**src/rtl/core/mbae_pkg.sv**
```systemverilog
`timescale 1ns / 1ps
// Package for the Mandelbrot area estimator.
// Holds field widths, register indexes and reset values shared by the core and its checker.
package mbae_pkg;

    localparam int COORD_BITS_DEF = 12;
    localparam int FRAC_BITS_DEF  = 28;

    localparam int GRID_W      = 13;
    localparam int ITER_W      = 16;
    localparam int COUNT_W     = 25;
    localparam int CFG_DATA_W  = 16;
    localparam int CFG_INDEX_W = 1;

    localparam logic [CFG_INDEX_W-1:0] REG_GRID_POINTS    = 1'b0;
    localparam logic [CFG_INDEX_W-1:0] REG_MAX_ITERATIONS = 1'b1;

    localparam logic [GRID_W-1:0]  GRID_RESET = 13'd1024;
    localparam logic [ITER_W-1:0]  ITER_RESET = 16'd1000;
    localparam logic [COUNT_W-1:0] COUNT_MAX  = {COUNT_W{1'b1}};

endpackage

```
**src/rtl/core/mandelbrot_area_estimator.sv**
```systemverilog
`timescale 1ns / 1ps
// Mandelbrot escape-time area estimator, top level.
// Depends on mbae_pkg for widths, register indexes and reset values.
//
// Usage: each input transaction carries one grid point (row index and column index in
// tdata, tlast marking the final point of a sweep). Each point yields exactly one output
// transaction: the outside flag, the running outside count and, on the transaction that
// carries tlast, the area estimate in unsigned Q3.FRAC_BITS fixed point.
// The configuration port sets the grid size and the iteration limit; write it while idle.
// A point runs two divisions in the shared restoring divider, for its row and its column,
// then the escape loop; a last point adds a third division for the area. The divider
// works on a dividend of D = FRAC_BITS + 29 bits; with the default widths D is 57.
// The escape loop runs on one shared multiplier, three products per iteration. The block
// works on one point at a time: s_axis_tready is high only while the core is idle.
// The result waits in an output register; the core returns to idle once it is loaded, but
// the next result waits while the receiver stalls. Reset clears the count, the sequencer
// and the output valid, and restores the register defaults.
module mandelbrot_area_estimator #(
    parameter int COORD_BITS = mbae_pkg::COORD_BITS_DEF,
    parameter int FRAC_BITS  = mbae_pkg::FRAC_BITS_DEF,
    localparam int IN_W      = ((2 * COORD_BITS + 7) / 8) * 8,
    localparam int AREA_W    = FRAC_BITS + 3,
    localparam int OUT_W     = ((1 + mbae_pkg::COUNT_W + AREA_W + 7) / 8) * 8
) (
    input  logic                                 clk,
    input  logic                                 rst_n,
    input  logic                                 cfg_wr_en,
    input  logic [mbae_pkg::CFG_INDEX_W-1:0]     cfg_index,
    input  logic [mbae_pkg::CFG_DATA_W-1:0]      cfg_wdata,
    input  logic                                 s_axis_tvalid,
    output logic                                 s_axis_tready,
    input  logic [IN_W-1:0]                      s_axis_tdata,  // row_index, col_index
    input  logic                                 s_axis_tlast,  // last_point
    output logic                                 m_axis_tvalid,
    input  logic                                 m_axis_tready,
    output logic [OUT_W-1:0]                     m_axis_tdata,  // point_outside, outside_total,
                                                                // area_fixed
    output logic                                 m_axis_tlast   // sweep_done
);

    localparam int FIX_W  = FRAC_BITS + 4;
    localparam int PW     = 2 * FIX_W + 1 - FRAC_BITS;
    localparam int DVSR_W = 2 * mbae_pkg::GRID_W;
    localparam int DW     = FRAC_BITS + DVSR_W + 3;
    localparam int SW     = DW + 2;
    localparam int DCNT_W = $clog2(DW + 1);

    localparam logic [63:0] EPS64 = ((64'd1 << FRAC_BITS) + 64'd5000000) / 64'd10000000;
    localparam logic signed [SW-1:0] EPS_S     = SW'(EPS64);
    localparam logic signed [SW-1:0] TWO_S     = SW'({2'b10, {FRAC_BITS{1'b0}}});
    localparam logic signed [SW-1:0] FOUR_S    = SW'({3'b100, {FRAC_BITS{1'b0}}});
    localparam logic signed [SW-1:0] FIX_MAX_S = SW'({1'b0, {(FIX_W - 1){1'b1}}});
    localparam logic signed [SW-1:0] FIX_MIN_S = ~FIX_MAX_S;

    localparam logic [3:0] S_IDLE      = 4'd0;
    localparam logic [3:0] S_DIV_R     = 4'd1;
    localparam logic [3:0] S_LOAD_I    = 4'd2;
    localparam logic [3:0] S_DIV_I     = 4'd3;
    localparam logic [3:0] S_LOAD_Z    = 4'd4;
    localparam logic [3:0] S_ITER      = 4'd5;
    localparam logic [3:0] S_COUNT     = 4'd6;
    localparam logic [3:0] S_AREA_LOAD = 4'd7;
    localparam logic [3:0] S_DIV_A     = 4'd8;
    localparam logic [3:0] S_FINISH    = 4'd9;

    localparam logic [1:0] PH_RR = 2'd0;
    localparam logic [1:0] PH_II = 2'd1;
    localparam logic [1:0] PH_XY = 2'd2;

    function automatic logic signed [FIX_W-1:0] sat_fix(input logic signed [SW-1:0] v);
        logic signed [SW-1:0] r;
        priority if (v > FIX_MAX_S)
        begin
            r = FIX_MAX_S;
        end
        else if (v < FIX_MIN_S)
        begin
            r = FIX_MIN_S;
        end
        else
        begin
            r = v;
        end
        return r[FIX_W-1:0];
    endfunction

    logic [3:0]                       state_reg;
    logic [1:0]                       phase_reg;
    logic [DCNT_W-1:0]                dcnt_reg;
    logic [mbae_pkg::ITER_W-1:0]      it_reg;
    logic [mbae_pkg::COUNT_W-1:0]     count_reg;
    logic [mbae_pkg::GRID_W-1:0]      grid_reg;
    logic [mbae_pkg::ITER_W-1:0]      max_iter_reg;
    logic                             out_valid_reg;

    logic [DW-1:0]                    dvd_reg;
    logic [DVSR_W-1:0]                rem_reg;
    logic [DVSR_W-1:0]                dvsr_reg;
    logic [DVSR_W-1:0]                total_reg;
    logic [COORD_BITS-1:0]            col_reg;
    logic                             last_reg;
    logic                             outside_reg;
    logic signed [FIX_W-1:0]          cr_reg;
    logic signed [FIX_W-1:0]          ci_reg;
    logic signed [FIX_W-1:0]          zr_reg;
    logic signed [FIX_W-1:0]          zi_reg;
    logic signed [PW-1:0]             sq_r_reg;
    logic signed [PW-1:0]             sq_i_reg;
    logic signed [PW-1:0]             xp_reg;
    logic                             flag_out_reg;
    logic [mbae_pkg::COUNT_W-1:0]     total_out_reg;
    logic [AREA_W-1:0]                area_out_reg;
    logic                             last_out_reg;

    logic                             in_accept;
    logic                             out_load;
    logic [mbae_pkg::GRID_W-1:0]      n_eff;
    logic [DVSR_W:0]                  div_shift;
    logic [DVSR_W+1:0]                div_trial;
    logic                             div_ge;
    logic [DVSR_W-1:0]                rem_next;
    logic [DW-1:0]                    dvd_next;
    logic [COORD_BITS+2:0]            row5;
    logic [COORD_BITS+3:0]            col9;
    logic signed [SW-1:0]             coord_wide;
    logic signed [FIX_W-1:0]          coord_fix;
    logic signed [FIX_W:0]            mul_a;
    logic signed [FIX_W-1:0]          mul_b;
    logic signed [2*FIX_W:0]          mul_p;
    logic signed [PW-1:0]             mul_fl;
    logic signed [SW-1:0]             esc_sum;
    logic                             escaped;
    logic signed [FIX_W-1:0]          zr_upd;
    logic signed [FIX_W-1:0]          zi_upd;
    logic [DVSR_W-1:0]                diff;
    logic [DVSR_W+5:0]                diff_x;
    logic [DVSR_W+5:0]                prod45;

    assign s_axis_tready = (state_reg == S_IDLE);
    assign in_accept     = s_axis_tvalid && s_axis_tready;
    assign out_load      = (state_reg == S_FINISH) && (!out_valid_reg || m_axis_tready);
    assign n_eff         = (grid_reg == '0) ? mbae_pkg::GRID_W'(1) : grid_reg;

    assign div_shift = {rem_reg, dvd_reg[DW-1]};
    assign div_trial = {1'b0, div_shift} - {2'b00, dvsr_reg};
    assign div_ge    = !div_trial[DVSR_W+1];
    assign rem_next  = div_ge ? div_trial[DVSR_W-1:0] : div_shift[DVSR_W-1:0];
    assign dvd_next  = {dvd_reg[DW-2:0], div_ge};

    assign row5 = ((COORD_BITS + 3)'(s_axis_tdata[COORD_BITS-1:0]) << 2)
                + (COORD_BITS + 3)'(s_axis_tdata[COORD_BITS-1:0]);
    assign col9 = ((COORD_BITS + 4)'(col_reg) << 3) + (COORD_BITS + 4)'(col_reg);

    assign coord_wide = signed'({2'b00, dvd_reg}) - TWO_S + EPS_S;
    assign coord_fix  = sat_fix((state_reg == S_LOAD_I) ? coord_wide : coord_wide + TWO_S);

    always_comb
    begin
        unique case (phase_reg)
            PH_RR:
            begin
                mul_a = {zr_reg[FIX_W-1], zr_reg};
                mul_b = zr_reg;
            end
            PH_II:
            begin
                mul_a = {zi_reg[FIX_W-1], zi_reg};
                mul_b = zi_reg;
            end
            default:
            begin
                mul_a = {zr_reg, 1'b0};
                mul_b = zi_reg;
            end
        endcase
    end

    assign mul_p   = mul_a * mul_b;
    assign mul_fl  = mul_p[2*FIX_W:FRAC_BITS];
    assign esc_sum = SW'(sq_r_reg) + SW'(sq_i_reg);
    assign escaped = esc_sum > FOUR_S;
    assign zr_upd  = sat_fix(SW'(sq_r_reg) - SW'(sq_i_reg) + SW'(cr_reg));
    assign zi_upd  = sat_fix(SW'(xp_reg) + SW'(ci_reg));

    assign diff   = (DVSR_W'(count_reg) >= total_reg) ? '0 : total_reg - DVSR_W'(count_reg);
    assign diff_x = (DVSR_W + 6)'(diff);
    assign prod45 = (diff_x << 5) + (diff_x << 3) + (diff_x << 2) + diff_x;

    always_ff @(posedge clk or negedge rst_n)
    begin
        if (!rst_n)
        begin
            state_reg    <= S_IDLE;
            phase_reg    <= PH_RR;
            dcnt_reg     <= '0;
            it_reg       <= '0;
            count_reg    <= '0;
            grid_reg     <= mbae_pkg::GRID_RESET;
            max_iter_reg <= mbae_pkg::ITER_RESET;
        end
        else
        begin
            if (cfg_wr_en)
            begin
                unique case (cfg_index)
                    mbae_pkg::REG_GRID_POINTS:
                    begin
                        grid_reg <= cfg_wdata[mbae_pkg::GRID_W-1:0];
                    end
                    default:
                    begin
                        max_iter_reg <= cfg_wdata[mbae_pkg::ITER_W-1:0];
                    end
                endcase
            end

            unique case (state_reg)
                S_IDLE:
                begin
                    if (in_accept)
                    begin
                        dcnt_reg  <= DCNT_W'(DW);
                        state_reg <= S_DIV_R;
                    end
                end
                S_DIV_R, S_DIV_I, S_DIV_A:
                begin
                    dcnt_reg <= dcnt_reg - DCNT_W'(1);
                    if (dcnt_reg == DCNT_W'(1))
                    begin
                        priority if (state_reg == S_DIV_R)
                        begin
                            state_reg <= S_LOAD_I;
                        end
                        else if (state_reg == S_DIV_I)
                        begin
                            state_reg <= S_LOAD_Z;
                        end
                        else
                        begin
                            state_reg <= S_FINISH;
                        end
                    end
                end
                S_LOAD_I:
                begin
                    dcnt_reg  <= DCNT_W'(DW);
                    state_reg <= S_DIV_I;
                end
                S_LOAD_Z:
                begin
                    it_reg    <= '0;
                    phase_reg <= PH_RR;
                    state_reg <= S_ITER;
                end
                S_ITER:
                begin
                    unique case (phase_reg)
                        PH_RR:
                        begin
                            phase_reg <= PH_II;
                        end
                        PH_II:
                        begin
                            phase_reg <= PH_XY;
                        end
                        default:
                        begin
                            priority if ((it_reg != '0) && escaped)
                            begin
                                state_reg <= S_COUNT;
                            end
                            else if (it_reg == max_iter_reg)
                            begin
                                state_reg <= S_COUNT;
                            end
                            else
                            begin
                                it_reg    <= it_reg + mbae_pkg::ITER_W'(1);
                                phase_reg <= PH_RR;
                            end
                        end
                    endcase
                end
                S_COUNT:
                begin
                    if (outside_reg && (count_reg != mbae_pkg::COUNT_MAX))
                    begin
                        count_reg <= count_reg + mbae_pkg::COUNT_W'(1);
                    end
                    state_reg <= last_reg ? S_AREA_LOAD : S_FINISH;
                end
                S_AREA_LOAD:
                begin
                    dcnt_reg  <= DCNT_W'(DW);
                    state_reg <= S_DIV_A;
                end
                S_FINISH:
                begin
                    if (out_load)
                    begin
                        if (last_reg)
                        begin
                            count_reg <= '0;
                        end
                        state_reg <= S_IDLE;
                    end
                end
                default:
                begin
                    state_reg <= S_IDLE;
                end
            endcase
        end
    end

    always_ff @(posedge clk)
    begin
        unique case (state_reg)
            S_IDLE:
            begin
                if (in_accept)
                begin
                    dvd_reg  <= DW'({row5, {(FRAC_BITS - 1){1'b0}}});
                    rem_reg  <= '0;
                    dvsr_reg <= DVSR_W'(n_eff);
                    col_reg  <= s_axis_tdata[2*COORD_BITS-1:COORD_BITS];
                    last_reg <= s_axis_tlast;
                end
            end
            S_DIV_R, S_DIV_I, S_DIV_A:
            begin
                dvd_reg <= dvd_next;
                rem_reg <= rem_next;
            end
            S_LOAD_I:
            begin
                cr_reg  <= coord_fix;
                dvd_reg <= DW'({col9, {(FRAC_BITS - 3){1'b0}}});
                rem_reg <= '0;
            end
            S_LOAD_Z:
            begin
                ci_reg      <= coord_fix;
                zi_reg      <= coord_fix;
                zr_reg      <= cr_reg;
                outside_reg <= 1'b0;
            end
            S_ITER:
            begin
                unique case (phase_reg)
                    PH_RR:
                    begin
                        sq_r_reg <= mul_fl;
                        if (it_reg != '0)
                        begin
                            zi_reg <= zi_upd;
                        end
                    end
                    PH_II:
                    begin
                        sq_i_reg <= mul_fl;
                    end
                    default:
                    begin
                        outside_reg <= (it_reg != '0) && escaped;
                        xp_reg      <= mul_fl;
                        zr_reg      <= zr_upd;
                    end
                endcase
            end
            S_COUNT:
            begin
                total_reg <= DVSR_W'(n_eff) * DVSR_W'(n_eff);
            end
            S_AREA_LOAD:
            begin
                dvd_reg  <= {prod45, {(FRAC_BITS - 3){1'b0}}};
                rem_reg  <= '0;
                dvsr_reg <= total_reg;
            end
            S_FINISH:
            begin
                if (out_load)
                begin
                    flag_out_reg  <= outside_reg;
                    total_out_reg <= count_reg;
                    area_out_reg  <= last_reg ? dvd_reg[AREA_W-1:0] : '0;
                    last_out_reg  <= last_reg;
                end
            end
            default:
            begin
                rem_reg <= rem_reg;
            end
        endcase
    end

    always_ff @(posedge clk or negedge rst_n)
    begin
        if (!rst_n)
        begin
            out_valid_reg <= 1'b0;
        end
        else if (out_load)
        begin
            out_valid_reg <= 1'b1;
        end
        else if (m_axis_tready)
        begin
            out_valid_reg <= 1'b0;
        end
    end

    assign m_axis_tvalid = out_valid_reg;
    assign m_axis_tdata  = OUT_W'({area_out_reg, total_out_reg, flag_out_reg});
    assign m_axis_tlast  = last_out_reg;

endmodule

```
**config.mk**
```make
export PLATFORM = sky130hd
export DESIGN_NAME = mandelbrot_area_estimator
export DESIGN_NICKNAME = d
export VERILOG_FILES = /design/src/rtl/core/mbae_pkg.sv /design/src/rtl/core/mandelbrot_area_estimator.sv
export SDC_FILE = /design/constraint.sdc
export NUM_CORES = 2
export LEC_CHECK = 0
export ABC_AREA = 1
export BUFFER_PORTS_ARGS = -buffer_cell sky130_fd_sc_hd__buf_2
export CORE_MARGIN = 2
export CORE_UTILIZATION = 60
export DETAILED_ROUTE_END_ITERATION = 8
export PLACE_DENSITY_LB_ADDON = 0.3
export SLEW_MARGIN = 20
export SYNTH_ARGS = -nofsm -noshare
export SYNTH_HDL_FRONTEND = slang
export SYNTH_SLANG_ARGS = --single-unit
```
**constraint.sdc**
```tcl
create_clock -name clk -period 24.7 [get_ports clk]
set_input_delay 1.235 -clock clk [delete_from_list [all_inputs] [get_ports clk]]
set_output_delay 1.235 -clock clk [all_outputs]
set_load 0.02 [all_outputs]
```
# ---- Word-level counts from Yosys, hierarchy flattened
# Cells that the tools add are included.
dict set report word_totals {
  output_inout_bits 67
  elab_cells 168
  input_bits 47
  reg_bits 529
}
dict set report classes {
  n_lt_le_gt_ge 8
  muxes 51
  eq_ne 26
  n_addsub 17
  reduce_logical 36
  bitwise_logic 2
  n_mul 2
}
# cell count
set ops {}
lappend ops {{$mux 32} 10}
lappend ops {{$pmux 57 s4} 1}
lappend ops {{$pmux 32 s2} 2}
lappend ops {{$mux 26} 4}
lappend ops {{$pmux 26 s3} 1}
lappend ops {{$gt 38x32->1 const B} 2}
lappend ops {{$mux 25} 3}
lappend ops {{$pmux 33 s2} 1}
lappend ops {{$mul 33x32->65} 1}
lappend ops {{$add 58x6->59 const B} 1}
lappend ops {{$add 59x31->59 const B} 1}
lappend ops {{$gt 59x32->1 const B} 1}
lappend ops {{$lt 59x32->1 const B} 1}
lappend ops {{$mux 59} 1}
lappend ops {{$sub 57x30->58 const B} 1}
lappend ops {{$mux 57} 1}
lappend ops {{$pmux 26 s2} 1}
lappend ops {{$pmux 25 s2} 1}
lappend ops {{$mux 16} 3}
lappend ops {{$add 38x32->39} 1}
lappend ops {{$gt 39x32->1 const B} 1}
lappend ops {{$lt 39x32->1 const B} 1}
lappend ops {{$add 37x32->38} 1}
lappend ops {{$add 37x37->38} 1}
lappend ops {{53 further kinds} 100}

# ---- Longest topological paths before layout
dict set report depth {
  depth_word 8
  mapped_depth 41
  depth_no_buf 39
}

# ---- Least setup slack after synthesis
# Ideal clock, no wire load.
dict set report synth_timing {
  path_type {register to register}
  start {register phase_reg[1]}
  end {register sq_i_reg[26], data pin}
  setup_slack_ns 16.391
  setup_ns 0.273
  path_stages_with_launch 30
  synth_period_minus_slack_ns 8.309
  arrival_time_ns 8.036
  n_path_buf 2
  t_required_ns 24.427
  path_cell_list {dfrtp_1 -> inv_2 -> nand2_1 -> clkbuf_1 -> buf_1 -> nor2_1 -> a21oi_1 -> clkinv_1 -> nor2_1 -> fa_1 -> inv_1 -> fa_1 -> inv_1 -> fa_1 -> fa_1 -> inv_1 -> fa_1 -> inv_1 -> fa_1 -> inv_1 -> fa_1 -> inv_1 -> fa_1 -> ha_1 -> a21oi_1 -> o21ai_0 -> o21bai_1 -> a211oi_1 -> o21ai_0 -> xor2_1}
}
dict set report synth_via {
  elab_chain_len 3
  elab_cells_between_ends 5
  cone_classes {1 x mul; 1 x eq/ne; 2 x mux; 1 x reduce/logical}
}
# element line
set synth_rtl {}
lappend synth_rtl {{start: declaration} mandelbrot_area_estimator.sv:88} ;# logic [1:0] phase_reg;
lappend synth_rtl {{start signal: assignment} mandelbrot_area_estimator.sv:194} ;# phase_reg <= PH_RR;
lappend synth_rtl {{start signal: assignment} mandelbrot_area_estimator.sv:253} ;# phase_reg <= PH_RR;
lappend synth_rtl {{start signal: assignment} mandelbrot_area_estimator.sv:261} ;# phase_reg <= PH_II;
lappend synth_rtl {{$eq 2x1->1 or $logic_not 2->1 (tied branches)} mandelbrot_area_estimator.sv:159} ;# unique case (phase_reg)
lappend synth_rtl {{$pmux 33 s2 or $mux 32 (tied branches)} mandelbrot_area_estimator.sv:159}
lappend synth_rtl {{$mul 33x32->65 *} mandelbrot_area_estimator.sv:178} ;# assign mul_p = mul_a * mul_b;
lappend synth_rtl {{net mul_p[54]} mandelbrot_area_estimator.sv:129} ;# logic signed [2*FIX_W:0] mul_p;
lappend synth_rtl {{end signal: assignment} mandelbrot_area_estimator.sv:362} ;# sq_i_reg <= mul_fl;
lappend synth_rtl {{end: declaration} mandelbrot_area_estimator.sv:108} ;# logic signed [PW-1:0] sq_i_reg;
# Mark *: on every way through the listed nets, which the timed path passes. The rest lies on a longest branch.
# A chain may end at the register's enable or synchronous reset.

# ---- Worst setup path after layout
dict set report layout_timing {
  start {register phase_reg[1]}
  end {register sq_r_reg[34], data pin}
}
dict set report layout_via {
  elab_chain_len 3
  elab_cells_between_ends 5
  cone_classes {1 x mul; 1 x eq/ne; 2 x mux; 1 x reduce/logical}
}
# element line
set layout_rtl {}
lappend layout_rtl {{$eq 2x1->1 or $logic_not 2->1 (tied branches)} mandelbrot_area_estimator.sv:159}
lappend layout_rtl {{$pmux 33 s2 or $mux 32 (tied branches)} mandelbrot_area_estimator.sv:159}
lappend layout_rtl {{$mul 33x32->65 *} mandelbrot_area_estimator.sv:178}
lappend layout_rtl {{net mul_p[62]} mandelbrot_area_estimator.sv:129}
lappend layout_rtl {{end signal: assignment} mandelbrot_area_estimator.sv:354} ;# sq_r_reg <= mul_fl;
lappend layout_rtl {{end: declaration} mandelbrot_area_estimator.sv:107} ;# logic signed [PW-1:0] sq_r_reg;
# Marked as above.

==> run_results.csv <==
group,metric,value,unit
sta,max_slew_margin,22.6,%
yosys,ys_dominant_reg_cell,"sky130_fd_sc_hd__edfxtp_1",
sta,finalSetupTns,0,ns
drt,vias,68000,
yosys,netlist_area,80200,um2
drt,detail_route.first_pass.iterations,7,
placement,total_instance_count_after_detailed_placement,11600,
global_route,grt_util_all_layers,41.2,%
sta,final_period_minus_worst_setup_slack,11.70,ns
final_layout,largest_register_ff_count,57,
worst_setup_path,timing.critical_path.slowest_cell_delay,0.93,ns
final_layout,n_fill_cell,11600,
sta,total_of_endpoints_with_negative_setup_slack_in_the_final_report,0,
worst_setup_path,critPathCaptureType,"flip-flop",
yosys,post_synth.cell_area_avg,8.14,um2
floorplanning,floorplan.die_area,137000,um2
drt,post_drt_via_cell_ratio,5.83,
floorplanning,initial_utilization,60.3,%
global_route,initial_antenna_violation_count,12,
yosys,ys_seq_area_share,19.3,%
worst_setup_path,crit_path_max_fanout,42,
clocking,clock_tree_from_tritoncts,"done",
yosys,synth_async_sr_flop_share,15.7,%
yosys,synth.ff_latch_count,528,
global_route,number_of_global_route_vias_before_repair,70300,
yosys,synth-warning-count,0,
clocking,holdBufCountCts,0,
worst_setup_path,cp_data_required_time,25.09,ns
clocking,clkSinkCount,528,
floorplanning,die-width,370,um
sta,fin_crit_sh,47.4,%
clocking,clk_pin_slew_worst_paths,0.08,ns
yosys,post_synth_num_cell_types,62,
drt,drt-total-wl,276000,um
yosys,syn-instance-count,9851,
job,maxCapViolations,0,
floorplanning,io_pins,114,
floorplanning,core.rowCount,134,
floorplanning,floorplan.core_area,133000,um2
clocking,cts_max_path_buffers,3,
worst_setup_path,nature_of_the_critical_path_startpoint,"flip-flop",
clocking,post_cts_resize_count,0,
sta,layout_setup_ws,13.00,ns
sta,report.final.slew_viol_count,0,
clocking,cts_root_buf,"sky130_fd_sc_hd__clkbuf_16",
floorplanning,die_h,370,um
worst_setup_path,crit_top_cell,"sky130_fd_sc_hd__inv_1",
hold_path,hold-path-cell-count,0,
placement,portBuffers,106,
global_route,largest_net_degree_at_the_start_of_global_routing,69,
final_layout,final_layout_size_suffix_gt1_share,5.04,%
final_layout,finalNetCount,11700,
clocking,number_of_h_tree_levels,2,
sta,timing_worst_slew_pin_value,1.15,ns
placement,gp_congestion,1.05,
clocking,clk_latency,0.65,ns
worst_setup_path,worst_ep_arrival_time,12.09,ns
sta,finalHoldViolCount,0,
hold_path,hold_class,"reg -> reg",
global_route,wire_length_of_the_first_global_routing_pass,421000,um
final_layout,instances_no_fill,11700,
global_route,grt_overflow_total,0,
drt,wire_per_inst,23.7,um
drt,detail_route.iter0.violations,6743,
drt,drtAntennaViolNets,0,
worst_setup_path,critical_path_class,"reg -> reg",
worst_setup_path,worst_path_max_delay_cell,"sky130_fd_sc_hd__fa_1",
yosys,synth-edff-count,445,
placement,place_worst_setup_slack,13.23,ns
sta,worst_clock_skew,0.0379,ns
outcome,result_of_the_run,"finished clean",
drt,drc,0,
clocking,postCtsSetupBuffers,0,
placement,final_hpwl_from_detailed_placement,226000,um
sta,grt_setup_unrepaired,"no",
clocking,numCtsBuffers,54,
worst_setup_path,timing.reg2reg.worst_path_depth,31,
final_layout,area_growth_syn_to_fin,5.73,%
sta,timing.fmax,85.4,MHz
kinds of logic (layout without fill, tap and decap cells):
| family | Yosys count | after routing | synth area share [%] |
|---|---|---|---|
| adders and majority gates | 1771 | 1771 | 39.8 |
| xor gates and xnor gates | 278 | 278 | 3.04 |
| buffers and inverters | 2449 | 2491 | 11.6 |
| AOI/OAI and AO/OA | 981 | 981 | 6.84 |
| and+or+nand+nor | 3840 | 3840 | 19.5 |
| muxes | 3 | 3 | 0.0421 |
| other | 1 | 13 | 0.00468 |
| DFF | 528 | 528 | 19.3 |
routing by layer:
layer  vias up  GRT usage, %  part of all wire, %
met2      3657          66.1                   46
met5         -             0               0.0076
met1     33400          51.8                   37
met3       949          8.41                  9.6
li1      30000             -                    -
met4         4          24.1                  7.6
worst max-delay path: cells and delay by family (launching register included):
kind            cells  cell delay [ns]
buf+inv            12             3.09
simple gates        8             2.24
xor+xnor            1             0.37
flops               1             0.40
compound gates      1             0.21
fa+ha+maj           9             5.04
layout by cell type, fill, tap and decap left out, types with 9 or more instances in the layout:
cell type and count:
sky130_fd_sc_hd__ha_1 474, sky130_fd_sc_hd__nand3_1 252, sky130_fd_sc_hd__o2111ai_1 11, sky130_fd_sc_hd__xor2_1 168
sky130_fd_sc_hd__a31oi_1 41, sky130_fd_sc_hd__nand4_1 86, sky130_fd_sc_hd__clkinvlp_4 9, sky130_fd_sc_hd__buf_4 113
sky130_fd_sc_hd__xnor2_1 110, sky130_fd_sc_hd__a211oi_1 15, sky130_fd_sc_hd__o221ai_1 11, sky130_fd_sc_hd__a21boi_0 15
sky130_fd_sc_hd__a21o_1 29, sky130_fd_sc_hd__o21bai_1 25, sky130_fd_sc_hd__inv_1 2115, sky130_fd_sc_hd__nand2_2 37
sky130_fd_sc_hd__nor3_1 59, sky130_fd_sc_hd__fa_1 1297, sky130_fd_sc_hd__clkinv_1 30, sky130_fd_sc_hd__nor4_1 33
sky130_fd_sc_hd__o21ai_0 294, sky130_fd_sc_hd__inv_2 30, sky130_fd_sc_hd__a21oi_1 412, sky130_fd_sc_hd__o31ai_1 9
sky130_fd_sc_hd__clkbuf_16 57, sky130_fd_sc_hd__o211ai_1 16, sky130_fd_sc_hd__edfxtp_1 445, sky130_fd_sc_hd__dfrtp_1 76
sky130_fd_sc_hd__o21a_1 22, sky130_fd_sc_hd__nor2_2 31, sky130_fd_sc_hd__nor2_1 1139, sky130_fd_sc_hd__nor2_4 20
sky130_fd_sc_hd__buf_2 105, sky130_fd_sc_hd__or2_2 17, sky130_fd_sc_hd__a21oi_2 16, sky130_fd_sc_hd__o22ai_1 32
sky130_fd_sc_hd__nand2_1 2128
layout make-up:
cell class	instances	area [um2]	area share, %
diodes	6	15.0	0.0177
clock buffers	63	1460	1.72
clock inverters	38	473	0.558
inverters	2172	8150	9.61
multi-input cells	6880	55700	65.6
flip-flops and latches	528	15400	18.2
well taps	1768	2210	2.61
repair buffers	218	1370	1.62
stage by stage:
step                cell area (um2)  util, %  hold slack, ns
floorplan                     80200        -           0.424
detailed placement            82800     62.2           0.452
CTS                           84800     63.7           0.464
global placement              82800     62.2           0.445
global route                  84800     63.7           0.479
finish                        84800     63.7           0.465
synthesized netlist by cell type (7+ instances only):
library cell,n,area (um2)
sky130_fd_sc_hd__o21a_1,22,165
sky130_fd_sc_hd__clkinv_1,24,90.1
sky130_fd_sc_hd__o21ai_1,8,40.0
sky130_fd_sc_hd__buf_2,9,45.0
sky130_fd_sc_hd__buf_4,14,105
sky130_fd_sc_hd__xnor2_1,110,963
sky130_fd_sc_hd__dfrtp_1,76,1900
sky130_fd_sc_hd__o22ai_1,33,206
sky130_fd_sc_hd__nor2_2,27,169
sky130_fd_sc_hd__inv_2,25,93.8
sky130_fd_sc_hd__o2111ai_1,11,96.3
sky130_fd_sc_hd__nor3_1,60,300
sky130_fd_sc_hd__o21bai_1,25,188
sky130_fd_sc_hd__nand2_1,2131,8000
sky130_fd_sc_hd__ha_1,474,5930
sky130_fd_sc_hd__o221ai_1,11,96.3
sky130_fd_sc_hd__or2_2,17,106
sky130_fd_sc_hd__fa_1,1297,26000
sky130_fd_sc_hd__a21oi_1,429,2150
sky130_fd_sc_hd__nand4_1,86,538
sky130_fd_sc_hd__a21boi_0,15,113
sky130_fd_sc_hd__edfxtp_1,445,13400
sky130_fd_sc_hd__a31oi_1,41,257
sky130_fd_sc_hd__o211ai_1,16,120
sky130_fd_sc_hd__o31ai_1,9,67.6
sky130_fd_sc_hd__a221oi_1,8,70.1
sky130_fd_sc_hd__nor2_4,15,169
sky130_fd_sc_hd__a211oi_1,15,113
sky130_fd_sc_hd__clkbuf_1,230,863
sky130_fd_sc_hd__nand3b_1,7,52.6
sky130_fd_sc_hd__a21o_1,29,218
sky130_fd_sc_hd__nand2_2,34,213
sky130_fd_sc_hd__xor2_1,168,1470
sky130_fd_sc_hd__nor2_1,1148,4310
sky130_fd_sc_hd__nor4_1,33,206
sky130_fd_sc_hd__dfstp_2,7,184
sky130_fd_sc_hd__inv_1,2123,7970
sky130_fd_sc_hd__buf_1,19,71.3
sky130_fd_sc_hd__o21ai_0,298,1490
sky130_fd_sc_hd__nand3_1,252,1260
worst paths after layout:
path / startpoint / to / slack, ns
hold / removal: count_reg[20] / total_out_reg[20] / 0.47
setup reg to reg: phase_reg[1] / sq_r_reg[34] / 13.00
min in group asynchronous: rst_n / grid_reg[5] / 0.61
max in group asynchronous: rst_n / phase_reg[0] / 23.00
setup / recovery: phase_reg[1] / sq_r_reg[34] / 13.00
hold reg to reg: count_reg[20] / total_out_reg[20] / 0.47
Power is not shown: default switching activity piles up to over one toggle a cycle in this logic, so the estimate is an artifact.
